### src/rtl/lrk_pkg.sv
// Package for the LRU-K page replacer: sizes, request and status codes,
// and the structs between the table sequencer and the victim selector.
// No dependencies.
package lrk_pkg;

    localparam int TBL_FRAMES = 16;
    localparam int MAX_K      = 4;
    localparam int TIME_BITS  = 32;

    // fixed field widths of the channels and the configuration port
    localparam int REQ_W      = 2;
    localparam int FRAME_W    = 4;
    localparam int STATUS_W   = 3;
    localparam int CNT_W      = 5;
    localparam int FIU_W      = 5;
    localparam int DEPTH_W    = 3;
    localparam int CFG_IDX_W  = 1;
    localparam int CFG_DATA_W = 5;

    // derived sizes
    localparam int IDX_W  = $clog2(TBL_FRAMES);
    localparam int SLOT_W = (MAX_K > 1) ? $clog2(MAX_K) : 1;
    localparam int FILL_W = $clog2(MAX_K + 1);
    localparam int TOT_W  = $clog2(TBL_FRAMES + 1);
    localparam int HIST_DEPTH = TBL_FRAMES * MAX_K;
    localparam int HADDR_W    = $clog2(HIST_DEPTH);

    localparam logic [REQ_W-1:0] REQ_ACCESS = 2'd0;
    localparam logic [REQ_W-1:0] REQ_SETEV  = 2'd1;
    localparam logic [REQ_W-1:0] REQ_REMOVE = 2'd2;
    localparam logic [REQ_W-1:0] REQ_EVICT  = 2'd3;

    localparam logic [STATUS_W-1:0] ST_OK       = 3'd0;
    localparam logic [STATUS_W-1:0] ST_RANGE    = 3'd1;
    localparam logic [STATUS_W-1:0] ST_NONEVICT = 3'd2;
    localparam logic [STATUS_W-1:0] ST_NOVICTIM = 3'd3;
    localparam logic [STATUS_W-1:0] ST_EXHAUST  = 3'd4;

    localparam logic [CFG_IDX_W-1:0] CFG_FRAMES = 1'd0;
    localparam logic [CFG_IDX_W-1:0] CFG_DEPTH  = 1'd1;

    typedef logic [TIME_BITS-1:0] t_time;

    typedef struct packed {
        logic             vld;
        logic             full;
        logic [IDX_W-1:0] idx;
        t_time            ts;
    } t_cand;

    typedef struct packed {
        logic             found;
        logic [IDX_W-1:0] idx;
    } t_best;

    // K clamped to 1..MAX_K
    function automatic logic [FILL_W-1:0] eff_k(input logic [DEPTH_W-1:0] d);
        logic [FILL_W-1:0] k;
        if (d == '0) begin
            k = FILL_W'(1);
        end else if (int'(d) > MAX_K) begin
            k = FILL_W'(MAX_K);
        end else begin
            k = FILL_W'(d);
        end
        return k;
    endfunction

endpackage

### src/rtl/lrk_req_if.sv
// Request channel of the LRU-K page replacer.
// Depends on lrk_pkg.
interface lrk_req_if;
    import lrk_pkg::*;

    logic               valid;
    logic               ready;
    logic [REQ_W-1:0]   req_type;
    logic [FRAME_W-1:0] frame;
    logic               evictable_flag;

    modport source (output valid, req_type, frame, evictable_flag, input ready);
    modport sink   (input valid, req_type, frame, evictable_flag, output ready);
endinterface

### src/rtl/lrk_rsp_if.sv
// Response channel of the LRU-K page replacer.
// Depends on lrk_pkg.
interface lrk_rsp_if;
    import lrk_pkg::*;

    logic                valid;
    logic                ready;
    logic [STATUS_W-1:0] status;
    logic                victim_valid;
    logic [FRAME_W-1:0]  victim_frame;
    logic [CNT_W-1:0]    evictable_count;

    modport source (output valid, status, victim_valid, victim_frame, evictable_count,
                    input ready);
    modport sink   (input valid, status, victim_valid, victim_frame, evictable_count,
                    output ready);
endinterface

### src/rtl/lrk_ram.sv
// Generic simple dual-port RAM, one write and one registered read port.
// No dependencies.
module lrk_ram #(
    parameter int WIDTH = 32,
    parameter int DEPTH = 64
) (
    input  logic                     i_clk,
    input  logic                     i_we,
    input  logic [$clog2(DEPTH)-1:0] i_waddr,
    input  logic [WIDTH-1:0]         i_wdata,
    input  logic [$clog2(DEPTH)-1:0] i_raddr,
    output logic [WIDTH-1:0]         o_rdata
);
    logic [WIDTH-1:0] r_mem [DEPTH];
    logic [WIDTH-1:0] r_rdata;

    always_ff @(posedge i_clk) begin
        if (i_we) begin
            r_mem[i_waddr] <= i_wdata;
        end
        r_rdata <= r_mem[i_raddr];
    end

    assign o_rdata = r_rdata;
endmodule

### src/rtl/lrk_victim_sel.sv
// Victim selector: one timestamp comparator that keeps the best candidate
// seen so far during an evict scan. Depends on lrk_pkg.
module lrk_victim_sel (
    input  logic           i_clk,
    input  logic           i_rst_n,
    input  logic           i_clr,
    input  lrk_pkg::t_cand i_cand,
    output lrk_pkg::t_best o_best
);
    import lrk_pkg::*;

    logic             r_found;
    logic [IDX_W-1:0] r_idx;
    logic             r_full;
    t_time            r_ts;
    logic             n_found;
    logic [IDX_W-1:0] n_idx;
    logic             n_full;
    t_time            n_ts;
    logic             beats;

    // not-full frames go first; then the older timestamp, ties keep the lower id
    assign beats = (i_cand.full != r_full) ? !i_cand.full : (i_cand.ts < r_ts);

    always_comb begin
        n_found = r_found;
        n_idx   = r_idx;
        n_full  = r_full;
        n_ts    = r_ts;
        if (i_clr) begin
            n_found = 1'b0;
        end else if (i_cand.vld && (!r_found || beats)) begin
            n_found = 1'b1;
            n_idx   = i_cand.idx;
            n_full  = i_cand.full;
            n_ts    = i_cand.ts;
        end
    end

    always_ff @(posedge i_clk) begin
        if (!i_rst_n) begin
            r_found <= 1'b0;
        end else begin
            r_found <= n_found;
        end
        r_idx  <= n_idx;
        r_full <= n_full;
        r_ts   <= n_ts;
    end

    assign o_best.found = r_found;
    assign o_best.idx   = r_idx;
endmodule

### src/rtl/lru_k_page_replacer_top.sv
// LRU-K page replacer top level: frame table, history RAM, sequencer.
// Depends on lrk_pkg, lrk_req_if, lrk_rsp_if, lrk_ram, lrk_victim_sel.
//
// Usage:
//   i_req carries one request item (access, set evictable, remove, evict);
//   o_rsp returns exactly one response item per request, in order.
//   i_cfg_we/i_cfg_idx/i_cfg_data write frames_in_use (index 0) and
//   history_depth (index 1); write only while no request is in flight.
//   Access, set evictable and remove update the table when accepted; the
//   result is registered and copied to the output register from DONE.
//   Evict walks every frame through one shared comparator, one frame per
//   cycle, fed by the single read port of the history RAM; after the scan
//   the EVFIN state removes the victim, if any, and DONE loads the
//   response. The next request is accepted once the sequencer is idle again.
//   One request is worked on at a time; i_req.ready is high only when idle.
//   A response sits in an output register; if o_rsp is stalled, the next
//   request is still accepted and processed, and its response waits until
//   the output register frees up; i_req.ready stays low meanwhile.
//   Reset (synchronous, active low) empties the table, clears the time
//   counter and restores frames_in_use = 16 and history_depth = 2.
//   No clearing pass: history entries are only read once written.
module lru_k_page_replacer_top (
    input  logic                          i_clk,
    input  logic                          i_rst_n,
    input  logic                          i_cfg_we,
    input  logic [lrk_pkg::CFG_IDX_W-1:0] i_cfg_idx,
    input  logic [lrk_pkg::CFG_DATA_W-1:0] i_cfg_data,
    lrk_req_if.sink                       i_req,
    lrk_rsp_if.source                     o_rsp
);
    import lrk_pkg::*;

    localparam logic [1:0] S_IDLE  = 2'd0;
    localparam logic [1:0] S_SCAN  = 2'd1;
    localparam logic [1:0] S_EVFIN = 2'd2;
    localparam logic [1:0] S_DONE  = 2'd3;

    logic [1:0]          r_state, n_state;
    logic [FIU_W-1:0]    r_fiu;
    logic [DEPTH_W-1:0]  r_depth;
    logic [TBL_FRAMES-1:0] r_present, n_present;
    logic [TBL_FRAMES-1:0] r_evict, n_evict;
    logic [FILL_W-1:0]   r_fill [TBL_FRAMES];
    logic [FILL_W-1:0]   n_fill [TBL_FRAMES];
    logic [SLOT_W-1:0]   r_head [TBL_FRAMES];
    logic [SLOT_W-1:0]   n_head [TBL_FRAMES];
    t_time               r_time, n_time;
    logic [TOT_W-1:0]    r_total, n_total;
    logic [IDX_W:0]      r_idx, n_idx;
    logic                r_c_vld, n_c_vld;
    logic                r_c_full, n_c_full;
    logic [IDX_W-1:0]    r_c_idx, n_c_idx;
    logic [STATUS_W-1:0] r_res_st, n_res_st;
    logic                r_res_vv, n_res_vv;
    logic [IDX_W-1:0]    r_res_vf, n_res_vf;
    logic                r_out_vld, n_out_vld;
    logic [STATUS_W-1:0] r_out_st;
    logic                r_out_vv;
    logic [FRAME_W-1:0]  r_out_vf;
    logic [CNT_W-1:0]    r_out_cnt;

    logic                in_fire;
    logic                out_free;
    logic                load_out;
    logic [IDX_W-1:0]    fidx;
    logic                frame_ok;
    logic [FILL_W-1:0]   k;
    logic                cur_full;
    logic [FILL_W-1:0]   off;
    logic [SLOT_W:0]     slot_sum;
    logic [SLOT_W-1:0]   rd_slot;
    logic [SLOT_W-1:0]   new_head;
    logic                ram_we;
    logic [HADDR_W-1:0]  ram_waddr;
    logic [HADDR_W-1:0]  ram_raddr;
    t_time               ram_rdata;
    logic                sel_clr;
    t_cand               cand;
    t_best               best;

    assign in_fire  = i_req.valid && i_req.ready;
    assign out_free = !r_out_vld || o_rsp.ready;
    assign load_out = (r_state == S_DONE) && out_free;
    assign k        = eff_k(r_depth);

    // one frame index serves the table in every state
    always_comb begin
        case (r_state)
            S_SCAN:  fidx = r_idx[IDX_W-1:0];
            S_EVFIN: fidx = best.idx;
            default: fidx = IDX_W'(i_req.frame);
        endcase
    end

    assign frame_ok = (FIU_W'(i_req.frame) < r_fiu) && (int'(i_req.frame) < TBL_FRAMES);

    // history is a ring per frame; head holds the newest access
    assign cur_full = r_fill[fidx] >= k;
    assign off      = cur_full ? (k - FILL_W'(1)) : (r_fill[fidx] - FILL_W'(1));
    assign slot_sum = {1'b0, r_head[fidx]} + (SLOT_W + 1)'(off);
    assign rd_slot  = (int'(slot_sum) >= MAX_K) ? SLOT_W'(int'(slot_sum) - MAX_K)
                                                : SLOT_W'(slot_sum);
    assign new_head = (r_head[fidx] == '0) ? SLOT_W'(MAX_K - 1)
                                           : (r_head[fidx] - SLOT_W'(1));

    assign ram_waddr = HADDR_W'(fidx) * HADDR_W'(MAX_K) + HADDR_W'(new_head);
    assign ram_raddr = HADDR_W'(fidx) * HADDR_W'(MAX_K) + HADDR_W'(rd_slot);

    always_comb begin
        n_state   = r_state;
        n_present = r_present;
        n_evict   = r_evict;
        n_fill    = r_fill;
        n_head    = r_head;
        n_time    = r_time;
        n_total   = r_total;
        n_idx     = r_idx;
        n_c_vld   = 1'b0;
        n_c_full  = cur_full;
        n_c_idx   = fidx;
        n_res_st  = r_res_st;
        n_res_vv  = r_res_vv;
        n_res_vf  = r_res_vf;
        ram_we    = 1'b0;
        sel_clr   = 1'b0;
        case (r_state)
            S_IDLE: begin
                if (in_fire) begin
                    n_res_st = ST_OK;
                    n_res_vv = 1'b0;
                    n_res_vf = '0;
                    n_state  = S_DONE;
                    if (i_req.req_type == REQ_EVICT) begin
                        n_state = S_SCAN;
                        n_idx   = '0;
                        sel_clr = 1'b1;
                    end else if (!frame_ok) begin
                        n_res_st = ST_RANGE;
                    end else begin
                        case (i_req.req_type)
                            REQ_ACCESS: begin
                                if (r_time == '1) begin
                                    n_res_st = ST_EXHAUST;
                                end else begin
                                    n_time            = r_time + t_time'(1);
                                    ram_we            = 1'b1;
                                    n_present[fidx]   = 1'b1;
                                    n_head[fidx]      = new_head;
                                    if (!r_present[fidx]) begin
                                        n_fill[fidx] = FILL_W'(1);
                                    end else if (int'(r_fill[fidx]) < MAX_K) begin
                                        n_fill[fidx] = r_fill[fidx] + FILL_W'(1);
                                    end
                                end
                            end
                            REQ_SETEV: begin
                                if (r_present[fidx]) begin
                                    if (r_evict[fidx] && !i_req.evictable_flag) begin
                                        n_total = r_total - TOT_W'(1);
                                    end else if (!r_evict[fidx] && i_req.evictable_flag) begin
                                        n_total = r_total + TOT_W'(1);
                                    end
                                    n_evict[fidx] = i_req.evictable_flag;
                                end
                            end
                            default: begin
                                if (r_present[fidx]) begin
                                    if (r_evict[fidx]) begin
                                        n_present[fidx] = 1'b0;
                                        n_evict[fidx]   = 1'b0;
                                        n_fill[fidx]    = '0;
                                        n_total         = r_total - TOT_W'(1);
                                    end else begin
                                        n_res_st = ST_NONEVICT;
                                    end
                                end
                            end
                        endcase
                    end
                end
            end
            S_SCAN: begin
                if (int'(r_idx) < TBL_FRAMES) begin
                    n_c_vld = r_present[fidx] && r_evict[fidx];
                    n_idx   = r_idx + (IDX_W + 1)'(1);
                end else begin
                    n_state = S_EVFIN;
                end
            end
            S_EVFIN: begin
                n_state = S_DONE;
                if (best.found) begin
                    n_present[fidx] = 1'b0;
                    n_evict[fidx]   = 1'b0;
                    n_fill[fidx]    = '0;
                    n_total         = r_total - TOT_W'(1);
                    n_res_vv        = 1'b1;
                    n_res_vf        = best.idx;
                end else begin
                    n_res_st = ST_NOVICTIM;
                end
            end
            default: begin
                if (out_free) begin
                    n_state = S_IDLE;
                end
            end
        endcase
    end

    always_comb begin
        n_out_vld = r_out_vld;
        if (load_out) begin
            n_out_vld = 1'b1;
        end else if (o_rsp.ready) begin
            n_out_vld = 1'b0;
        end
    end

    always_ff @(posedge i_clk) begin
        if (!i_rst_n) begin
            r_state   <= S_IDLE;
            r_fiu     <= FIU_W'(16);
            r_depth   <= DEPTH_W'(2);
            r_present <= '0;
            r_evict   <= '0;
            r_fill    <= '{default: '0};
            r_head    <= '{default: '0};
            r_time    <= '0;
            r_total   <= '0;
            r_idx     <= '0;
            r_c_vld   <= 1'b0;
            r_out_vld <= 1'b0;
        end else begin
            r_state   <= n_state;
            r_present <= n_present;
            r_evict   <= n_evict;
            r_fill    <= n_fill;
            r_head    <= n_head;
            r_time    <= n_time;
            r_total   <= n_total;
            r_idx     <= n_idx;
            r_c_vld   <= n_c_vld;
            r_out_vld <= n_out_vld;
            if (i_cfg_we && i_cfg_idx == CFG_FRAMES) begin
                r_fiu <= FIU_W'(i_cfg_data);
            end
            if (i_cfg_we && i_cfg_idx == CFG_DEPTH) begin
                r_depth <= DEPTH_W'(i_cfg_data);
            end
        end
        r_c_full <= n_c_full;
        r_c_idx  <= n_c_idx;
        r_res_st <= n_res_st;
        r_res_vv <= n_res_vv;
        r_res_vf <= n_res_vf;
        if (load_out) begin
            r_out_st  <= r_res_st;
            r_out_vv  <= r_res_vv;
            r_out_vf  <= FRAME_W'(r_res_vf);
            r_out_cnt <= CNT_W'(r_total);
        end
    end

    lrk_ram #(
        .WIDTH (TIME_BITS),
        .DEPTH (HIST_DEPTH)
    ) u_hist (
        .i_clk   (i_clk),
        .i_we    (ram_we),
        .i_waddr (ram_waddr),
        .i_wdata (n_time),
        .i_raddr (ram_raddr),
        .o_rdata (ram_rdata)
    );

    assign cand.vld  = r_c_vld;
    assign cand.full = r_c_full;
    assign cand.idx  = r_c_idx;
    assign cand.ts   = ram_rdata;

    lrk_victim_sel u_sel (
        .i_clk   (i_clk),
        .i_rst_n (i_rst_n),
        .i_clr   (sel_clr),
        .i_cand  (cand),
        .o_best  (best)
    );

    assign i_req.ready           = (r_state == S_IDLE);
    assign o_rsp.valid           = r_out_vld;
    assign o_rsp.status          = r_out_st;
    assign o_rsp.victim_valid    = r_out_vv;
    assign o_rsp.victim_frame    = r_out_vf;
    assign o_rsp.evictable_count = r_out_cnt;

    a_total_matches: assert property (@(posedge i_clk) disable iff (!i_rst_n)
        $countones(r_present & r_evict) == int'(r_total))
        else $error("evictable total out of step with table");

    a_evict_needs_present: assert property (@(posedge i_clk) disable iff (!i_rst_n)
        (r_evict & ~r_present) == '0)
        else $error("evictable mark on absent frame");

    a_victim_ok: assert property (@(posedge i_clk) disable iff (!i_rst_n)
        (r_out_vld && r_out_vv) |-> (r_out_st == ST_OK))
        else $error("victim reported with error status");

    a_evict_scans: assert property (@(posedge i_clk) disable iff (!i_rst_n)
        (in_fire && i_req.req_type == REQ_EVICT) |=> (r_state == S_SCAN))
        else $error("evict request did not start a scan");

    a_no_cand_outside_scan: assert property (@(posedge i_clk) disable iff (!i_rst_n)
        (r_state == S_IDLE || r_state == S_DONE) |-> !r_c_vld)
        else $error("scan candidate outside of a scan");
endmodule

### src/flat_wrapper.sv
// flat-port wrapper written by rule: the top's interface ports become plain ports
module lru_k_page_replacer_top_flat import lrk_pkg::*;
  (i_clk, i_rst_n, i_cfg_we, i_cfg_idx, i_cfg_data, i_req_valid, i_req_req_type, i_req_frame, i_req_evictable_flag, i_req_ready, o_rsp_valid, o_rsp_status, o_rsp_victim_valid, o_rsp_victim_frame, o_rsp_evictable_count, o_rsp_ready);
  lrk_req_if i_req_i ();
  lrk_rsp_if o_rsp_i ();
  input  logic i_clk;
  input  logic i_rst_n;
  input  logic i_cfg_we;
  input  logic [lrk_pkg::CFG_IDX_W-1:0] i_cfg_idx;
  input  logic [lrk_pkg::CFG_DATA_W-1:0] i_cfg_data;
  input wire logic [$bits(i_req_i.valid)-1:0] i_req_valid;
  input wire logic [$bits(i_req_i.req_type)-1:0] i_req_req_type;
  input wire logic [$bits(i_req_i.frame)-1:0] i_req_frame;
  input wire logic [$bits(i_req_i.evictable_flag)-1:0] i_req_evictable_flag;
  output wire logic [$bits(i_req_i.ready)-1:0] i_req_ready;
  output wire logic [$bits(o_rsp_i.valid)-1:0] o_rsp_valid;
  output wire logic [$bits(o_rsp_i.status)-1:0] o_rsp_status;
  output wire logic [$bits(o_rsp_i.victim_valid)-1:0] o_rsp_victim_valid;
  output wire logic [$bits(o_rsp_i.victim_frame)-1:0] o_rsp_victim_frame;
  output wire logic [$bits(o_rsp_i.evictable_count)-1:0] o_rsp_evictable_count;
  input wire logic [$bits(o_rsp_i.ready)-1:0] o_rsp_ready;
  assign i_req_i.valid = i_req_valid;
  assign i_req_i.req_type = i_req_req_type;
  assign i_req_i.frame = i_req_frame;
  assign i_req_i.evictable_flag = i_req_evictable_flag;
  assign i_req_ready = i_req_i.ready;
  assign o_rsp_valid = o_rsp_i.valid;
  assign o_rsp_status = o_rsp_i.status;
  assign o_rsp_victim_valid = o_rsp_i.victim_valid;
  assign o_rsp_victim_frame = o_rsp_i.victim_frame;
  assign o_rsp_evictable_count = o_rsp_i.evictable_count;
  assign o_rsp_i.ready = o_rsp_ready;
  lru_k_page_replacer_top u_core (.i_clk(i_clk), .i_rst_n(i_rst_n), .i_cfg_we(i_cfg_we), .i_cfg_idx(i_cfg_idx), .i_cfg_data(i_cfg_data), .i_req(i_req_i), .o_rsp(o_rsp_i));
endmodule
### config.mk
export PLATFORM = sky130hd
export DESIGN_NAME = lru_k_page_replacer_top_flat
export DESIGN_NICKNAME = d
export VERILOG_FILES = /design/src/rtl/lrk_pkg.sv /design/src/rtl/lrk_req_if.sv /design/src/rtl/lrk_rsp_if.sv /design/src/rtl/lrk_ram.sv /design/src/rtl/lrk_victim_sel.sv /design/src/rtl/lru_k_page_replacer_top.sv /design/src/flat_wrapper.sv
export SDC_FILE = /design/constraint.sdc
export NUM_CORES = 2
export LEC_CHECK = 0
export BUFFER_PORTS_ARGS = -buffer_cell sky130_fd_sc_hd__buf_2
export CORE_AREA = 2 2 402 404
export CTS_BUF_LIST = sky130_fd_sc_hd__clkbuf_4 sky130_fd_sc_hd__clkbuf_8 sky130_fd_sc_hd__clkbuf_16
export DETAILED_ROUTE_END_ITERATION = 7
export DIE_AREA = 0 0 404 406
export PLACE_DENSITY = 0.75
export SYNTH_ARGS = -nofsm -noshare
export SYNTH_HDL_FRONTEND = slang
export SYNTH_HIERARCHICAL = 1
export SYNTH_SLANG_ARGS = --single-unit
export TNS_END_PERCENT = 30
### constraint.sdc
create_clock -name i_clk -period 5.9 [get_ports i_clk]
set_input_delay 0.295 -clock i_clk [delete_from_list [all_inputs] [get_ports i_clk]]
set_output_delay 0.295 -clock i_clk [all_outputs]
set_load 0.005 [all_outputs]
# Yosys cells after proc, flatten, opt, wreduce, memory -nomap -nowiden
# Memories as Yosys holds them, arrays and structs flattened. A register that Yosys moved wholly into a read port is not among the register bits.
# Cells that the tools add are included.
word_totals:
  ram_bits: 2048
  inputBits: 18
  register_bits: 230
  output_inout_bits: 15
  mem_count: 1
  word_cells: 264
memory_table:
  columns: ["name", "depth", "word_bits", "rd", "rd_ports_with_merged_regs", "write_ports", "line", "source"]
  rows:
  - ["u_core.u_hist.r_mem", 64, 32, 1, 1, 1, "lrk_ram.sv:14", "logic [WIDTH-1:0] r_mem [DEPTH];"]
op_classes:
  reduce_logical: 37
  bitwise_logic: 15
  n_lt_le_gt_ge: 11
  muxes: 109
  addsub: 12
  n_eq_ne: 24
ops:
  columns: ["operator", "n"]
  rows:
  - ["$mux W48", 9]
  - ["$mux W16", 14]
  - ["$mux W32", 6]
  - ["$pmux W48 S2", 2]
  - ["$pmux W16 S2", 4]
  - ["$mux W5", 12]
  - ["$and A48 B48 Y48", 1]
  - ["$bwmux W48", 1]
  - ["$not A48 Y48", 1]
  - ["$mux W3", 12]
  - ["$add A32 B1 Y32 const B", 1]
  - ["$and A16 B16 Y16", 2]
  - ["$and A32 B32 Y32", 1]
  - ["$bwmux W32", 1]
  - ["$eq A32 B32 Y1 const B", 1]
  - ["$lt A32 B32 Y1", 1]
  - ["$not A32 Y32", 1]
  - ["$or A16 B16 Y16", 2]
  - ["$pmux W5 S2", 3]
  - ["$mux W2", 10]
  - ["$ne A2 B2 Y1 const B", 10]
  - ["$mux W1", 19]
  - ["$reduce_and A9 Y1", 2]
  - ["$bwmux W16", 1]
  - ["51 further kinds", 91]

# Depth between registers and ports, before layout
depth:
  depth_word: 16
  depth_mapped: 31
  ltp_nobuf: 24

# Modules after synthesis
# Netlist, hierarchy kept.
modules_own_cells:
  columns: ["module", "n_inst", "seq_area_each_um2", "cells_per_inst", "area_per_inst_um2"]
  rows:
  - ["lrk_ram", 1, 62139.6, 3511, 79039.6]
  - ["lru_k_page_replacer_top", 1, 4053.9, 1018, 9301.4]
  - ["lrk_victim_sel", 1, 1131.1, 156, 1973.1]

# Worst setup path before layout
# No wires, ideal clock.
synth_path:
  path_type: "register to register"
  from: "register u_core.r_state[0]"
  to: "memory u_core.u_hist.r_mem[28][0], enable pin"
  period_less_slack_ns: 5.830
  path_buffers: 6
  path_stages_with_launch: 18
  required_time_ns: 5.479
  arrival_ns: 5.409
  path_slack_ns: 0.070
  setup_ns: 0.421
  cell_sequence: "dfxtp_1 -> inv_1 -> ha_1 -> buf_2 -> a21o_1 -> buf_4 -> buf_2 -> mux4_2 -> nand2_1 -> a21oi_1 -> nor2_1 -> xor2_1 -> buf_2 -> clkbuf_1 -> or3b_2 -> or2_2 -> clkbuf_1 -> nor2_1"
synth_via:
  elab_chain_len: 9
  elab_cells_between_ends: 17
  classes_between: "add/sub: 2; eq/ne: 2; mux: 9; bitwise: 1; reduce/logical: 3"
synth_lines:
  columns: ["element", "line", "source"]
  rows:
  - ["start, declared", "lru_k_page_replacer_top.sv:38", "logic [1:0] r_state, n_state;"]
  - ["start signal, assigned", "lru_k_page_replacer_top.sv:235", "r_state <= n_state;"]
  - ["$eq A2 B2 Y1 / $eq A2 B1 Y1 (equally long branches)", "lru_k_page_replacer_top.sv:88", "case (r_state)"]
  - ["$pmux W4 S2 (*)", "lru_k_page_replacer_top.sv:88", null]
  - ["$not A4 Y5 (not written as such) (*)", "lru_k_page_replacer_top.sv:103, lru_k_page_replacer_top.sv:104", null]
  - ["$bmux W2 S4 (*)", "lru_k_page_replacer_top.sv:103, lru_k_page_replacer_top.sv:104", null]
  - ["$mux W2 (not written as such) (*) (2 in series)", "lru_k_page_replacer_top.sv:103, lru_k_page_replacer_top.sv:104", null]
  - ["$sub A2 B1 Y2 / $logic_not A2 Y1 (equally long branches)", "lru_k_page_replacer_top.sv:104, lru_k_page_replacer_top.sv:103", null]
  - ["$mux W2 (*)", "lru_k_page_replacer_top.sv:103", "assign new_head = (r_head[fidx] == '0) ? SLOT_W'(MAX_K - 1)"]
  - ["named net u_core.new_head[0]", "lru_k_page_replacer_top.sv:72", "logic [SLOT_W-1:0] new_head;"]
  - ["$add A6 B2 Y6 (*)", "lru_k_page_replacer_top.sv:106", "assign ram_waddr = HADDR_W'(fidx) * HADDR_W'(MAX_K) + HADDR_W'(new_head);"]
  - ["end, declared", "lrk_ram.sv:14", null]
# The timed path passes the listed nets; every way through them passes the cells marked *. The select of a mux whose other input is x is not followed.

# Worst setup path after layout
layout_path:
  from: "register u_core.r_state[1]"
  to: "register u_core.u_hist.r_rdata[23], in the netlist u_core/u_hist/o_rdata[23], read port of u_core.u_hist.r_mem"
layout_via:
  elab_chain_len: 12
  elab_cells_between_ends: 18
  classes_between: "add/sub: 4; order compare: 2; eq/ne: 2; mux: 9; bitwise: 1"
layout_lines:
  columns: ["element", "line", "source"]
  rows:
  - ["$eq A2 B2 Y1 / $eq A2 B1 Y1 (equally long branches)", "lru_k_page_replacer_top.sv:88", null]
  - ["$pmux W4 S2 (*)", "lru_k_page_replacer_top.sv:88", null]
  - ["$not A4 Y5 (not written as such) (*)", "lru_k_page_replacer_top.sv:98", "assign cur_full = r_fill[fidx] >= k;"]
  - ["$bmux W3 S4 (*)", "lru_k_page_replacer_top.sv:98", null]
  - ["$mux W3 (not written as such) (*) (2 in series)", "lru_k_page_replacer_top.sv:98", null]
  - ["$ge A3 B3 Y1 (*)", "lru_k_page_replacer_top.sv:98", null]
  - ["named net u_core.cur_full", "lru_k_page_replacer_top.sv:68", "logic cur_full;"]
  - ["$mux W3 (*)", "lru_k_page_replacer_top.sv:99", "assign off = cur_full ? (k - FILL_W'(1)) : (r_fill[fidx] - FILL_W'(1));"]
  - ["$add A2 B3 Y3 (*)", "lru_k_page_replacer_top.sv:100", "assign slot_sum = {1'b0, r_head[fidx]} + (SLOT_W + 1)'(off);"]
  - ["$ge A3 B3 Y1 / $sub A2 B1 Y2 (equally long branches)", "lru_k_page_replacer_top.sv:101", "assign rd_slot = (int'(slot_sum) >= MAX_K) ? SLOT_W'(int'(slot_sum) - MAX_K)"]
  - ["$mux W2 (*)", "lru_k_page_replacer_top.sv:101", null]
  - ["$add A6 B2 Y6 (*)", "lru_k_page_replacer_top.sv:107", "assign ram_raddr = HADDR_W'(fidx) * HADDR_W'(MAX_K) + HADDR_W'(rd_slot);"]
  - ["named net u_core.ram_raddr[1]", "lru_k_page_replacer_top.sv:75", "logic [HADDR_W-1:0] ram_raddr;"]
  - ["end, declared", "lrk_ram.sv:15", "logic [WIDTH-1:0] r_rdata;"]
# Marked as above.
# A chain may end at the register's enable or synchronous reset.

==> results.toml <==
[run_status]
run_status = "completed"

[timing]
rsz0062_at_grt = "yes"
report.final.setup_viol = 0
slew_viol_final = 0
setup_skew_after_layout_ns = 0.0585
worst_slew_margin_rel_pct = 18.7
fmaxAchievable_mhz = 172
timing.final.crit_share_pct = 98.5
report.final.hold_viol_count = 0
final_period_demand_of_the_worst_path_ns = 5.81
tightestPinTransition_ns = 1.21

[critical_path]
worst_path_largest_cell_delay_ns = 0.54
logic_depth_of_the_worst_register_to_register_path = 29
crit_slowest_cell = "sky130_fd_sc_hd__mux4_2"
timing.rr.end = "u_core/u_hist/o_rdata[23]"
critical_path.startpoint = "u_core/r_state[1]"
worstSetupEndpointType = "flop"
r2r_slack_ns = 0.09
arrival_ns = 6.52
critical_path_buf_inv_count = 9
critical_path_required_ns = 6.61
start_kind = "flop"
path_delay_family = "multiplexers"
cp.depth = 29
critical_path_peak_fanout = 8
r2r-start = "u_core/r_state[1]"
setup.worst_path.class = "reg -> reg"
critPathCapture = "u_core/u_hist/o_rdata[23]"

[finish]
final_cell_area_um2 = 105000
drive_above_1_share_pct = 28.3
areaGrowthSynthToFinish_pct = 16.0
final_cell_mix = "sky130_fd_sc_hd__edfxtp_1, sky130_fd_sc_hd__mux4_2, sky130_fd_sc_hd__buf_4"
fin_nets = 5200
most_common_cell_after_layout_fill_and_taps_aside = "sky130_fd_sc_hd__edfxtp_1"

[power_and_ir_drop]
post-layout-total-power_mw = 62.4
switching_share_pct = 37.2
sequentialPowerShare_pct = 29.4
power.net_switching_mw = 23.2
internal_power_mw = 39.2
power.leakage_nw = 30.9
pwr_density_cell_nw_per_um2 = 596
ir_worst_vdd_mv = 0.608
comb_power_share_pct = 47.6
p_clk_share_pct = 22.9

[route]
routed_wirelength_mm = 238
post_drt_via_cell_ratio = 6.67
post_drt_wl_per_cell_um = 32.1
dr_total_vias = 49500
number_of_detailed_routing_iterations_run_before_antenna_repair = 6
ant_nets = 0
drc_errors = 0
drtIter0Drc = 7214

[global_route]
maximum_number_of_pins_on_one_net_before_global_route_repair = 108
grt_total_ovfl = 0
grt_antenna_before_repair = 10
grt_pass1_vias = 49200
gr-usage-all-layers_pct = 29.1
grt_first_pass_wirelength_mm = 341

[floorplanning]
initial_utilization_pct = 56.6
die_area_um2 = 164000
boundaryPins = 33
die_y_um = 406
std_cell_rows = 147
die_w_um = 404
fp.coreArea_um2 = 160000

[synth]
synth.top_cell.area_share_pct = 70.0
mapped_avg_cell_area_um2 = 19.3
yosys_most_used_dff = "sky130_fd_sc_hd__edfxtp_1"
postSynthNetCount = 4750
netlist_area_um2 = 90300
yosysWarnings = 6
post_synth_inst_count = 4685
yosysSeqAreaShare_pct = 74.5
edff_count_synth = 2106
ys_seq_elements = 2310
synth_async_sr_flop_share_pct = 0
yosys.area.top_type = "sky130_fd_sc_hd__edfxtp_1"
ys_types = 81
biggest_area_contributors_in_the_synthesized_netlist = "sky130_fd_sc_hd__edfxtp_1, sky130_fd_sc_hd__mux4_2, sky130_fd_sc_hd__dfxtp_1, sky130_fd_sc_hd__mux2i_1, sky130_fd_sc_hd__a22oi_1"

[clocking]
cts_htree_levels = 4
clock_tree.buffer_depth = 3
clkSinkCount = 2310
clk_pin_slew_ns = 0.07
root_buffer = "sky130_fd_sc_hd__clkbuf_16"
cts_tree = "done"
worstSkewPairLatency_ns = 0.88
cts_inserted_buffers = 219

[placement]
gp_congestion = 0.917
io_buffer_count = 32
place_area_um2 = 96600
dp.final_hpwl_mm = 139

[flow_run]
max-cap-violations = 0

[hold_path]
holdCritPathClass = "in -> reg"
-- per-stage QoR --
stage / util [%] / setup WS (ns) / hold WS (ns) / setup TNS [ns] / instances
final: 65.6 / 0.0882 / 0.129 / 0 / 7425
after global routing: 65.6 / -0.112 / 0.154 / -0.775 / 7415
after CTS: 65.4 / 0.00519 / 0.0743 / 0 / 7402
after detailed placement: 60.5 / -0.224 / 0.391 / -0.829 / 6965
after global placement: 60.5 / -0.286 / 0.386 / -1.22 / 6965
after floorplan: - / 0.0699 / 0.386 / 0 / 4685
-- how the worst min path moves through the flow --
stage	cells past startpoint	start	to	slack, ns
final	3	i_rst_n	u_core/r_fiu[4]	0.13
after global routing	5	i_req_evictable_flag	u_core/r_total[1]	0.15
after CTS	5	i_req_evictable_flag	u_core/r_total[1]	0.07
after detailed placement	0	u_core/r_c_idx[0]	u_core/u_sel/r_idx[0]	0.39
after global placement	0	u_core/r_c_idx[0]	u_core/u_sel/r_idx[0]	0.39
after floorplan	0	u_core/r_c_idx[0]	u_core/u_sel/r_idx[0]	0.39
-- worst reg2reg max path, delay by kind of cell (launching register included) --
| kind | cells | cell delay, ns |
|---|---|---|
| flip-flops | 1 | 0.37 |
| AND/OR/NAND/NOR | 3 | 0.41 |
| AO/OA/AOI/OAI | 7 | 0.92 |
| adder cells (fa/ha/maj) | 3 | 0.71 |
| buffers and inverters | 9 | 1.26 |
| XOR/XNOR | 3 | 0.56 |
| multiplexers | 4 | 1.47 |
-- sequential cells by signal, indices dropped and copies added, names as in the netlist, 5 cells and up, named ones only --
name / flops
u_core/r_head: 32
u_core/u_hist/o_rdata: 32
u_core/r_idx: 5
u_core/u_hist/r_mem: 2048
u_core/u_sel/r_ts: 32
u_core/r_fill: 48
u_core/o_rsp.evictable_count: 5
u_core/r_total: 5
u_core/r_time: 32
u_core/r_evict: 16
u_core/r_fiu: 5
-- cells in the mapped netlist (18+ instances only) --
cell,count
sky130_fd_sc_hd__clkbuf_1,110
sky130_fd_sc_hd__dfxtp_1,204
sky130_fd_sc_hd__o22ai_1,44
sky130_fd_sc_hd__o21ai_0,90
sky130_fd_sc_hd__a211oi_1,55
sky130_fd_sc_hd__and3_1,18
sky130_fd_sc_hd__a22oi_1,131
sky130_fd_sc_hd__and2_1,40
sky130_fd_sc_hd__edfxtp_1,2106
sky130_fd_sc_hd__inv_1,67
sky130_fd_sc_hd__or3_1,20
sky130_fd_sc_hd__buf_4,31
sky130_fd_sc_hd__ha_1,47
sky130_fd_sc_hd__nand3_1,105
sky130_fd_sc_hd__nor2_1,188
sky130_fd_sc_hd__buf_6,32
sky130_fd_sc_hd__o221ai_1,18
sky130_fd_sc_hd__xnor2_1,26
sky130_fd_sc_hd__buf_2,68
sky130_fd_sc_hd__mux2i_1,253
sky130_fd_sc_hd__a21oi_1,87
sky130_fd_sc_hd__nor2b_1,21
sky130_fd_sc_hd__mux4_2,467
sky130_fd_sc_hd__a31oi_1,24
sky130_fd_sc_hd__nand2_1,172
-- power groups by stage --
stage,combinational (mW),clock [mW],sequential (mW)
after floorplan,16.5,0,18.6
after global placement,27.6,0,18.7
after detailed placement,27.9,0,18.7
after CTS,28.3,14.5,18.3
after global routing,30.8,15.1,18.4
final,29.7,14.3,18.4
-- per-layer routing --
layer  vias to the layer above  share of wire, %  global-route usage, %
li1                      20000                 -                      -
met1                     25700                36                   38.7
met2                      3276                48                   46.6
met3                       543                11                   6.37
met4                        10               4.9                   13.3
met5                         -             0.026                      0
-- layout make-up --
| type | instances | area, um^2 |
|---|---|---|
| clock inverter | 141 | 1490 |
| sequential | 2310 | 67300 |
| clock buffer | 274 | 6000 |
| fill | 10000 | 54900 |
| timing repair buffer | 496 | 4730 |
| antenna | 10 | 25.0 |
| tap | 2086 | 2610 |
| multi-input combinational | 2036 | 22300 |
| inverter | 72 | 283 |
-- kinds of logic after synthesis --
logic type | Yosys count | synth area share (%)
buffers and inverters | 339 | 2.02
multiplexers | 725 | 14.5
XOR/XNOR | 42 | 0.407
adder cells (fa/ha/maj) | 47 | 0.651
flip-flops | 2310 | 74.5
AND/OR/NAND/NOR | 660 | 3.57
AO/OA/AOI/OAI | 562 | 4.29
-- repair_timing --
action	in CTS	in global routing
endpoints found under the setup margin	12	32
gates resized for setup	14	38
buffers inserted	2	10
pin swaps	2	9
cloned	0	3
hold endpoints to repair	12	0
hold buffers	20	0
No activity file was read; power rests on OpenSTA's default activity.
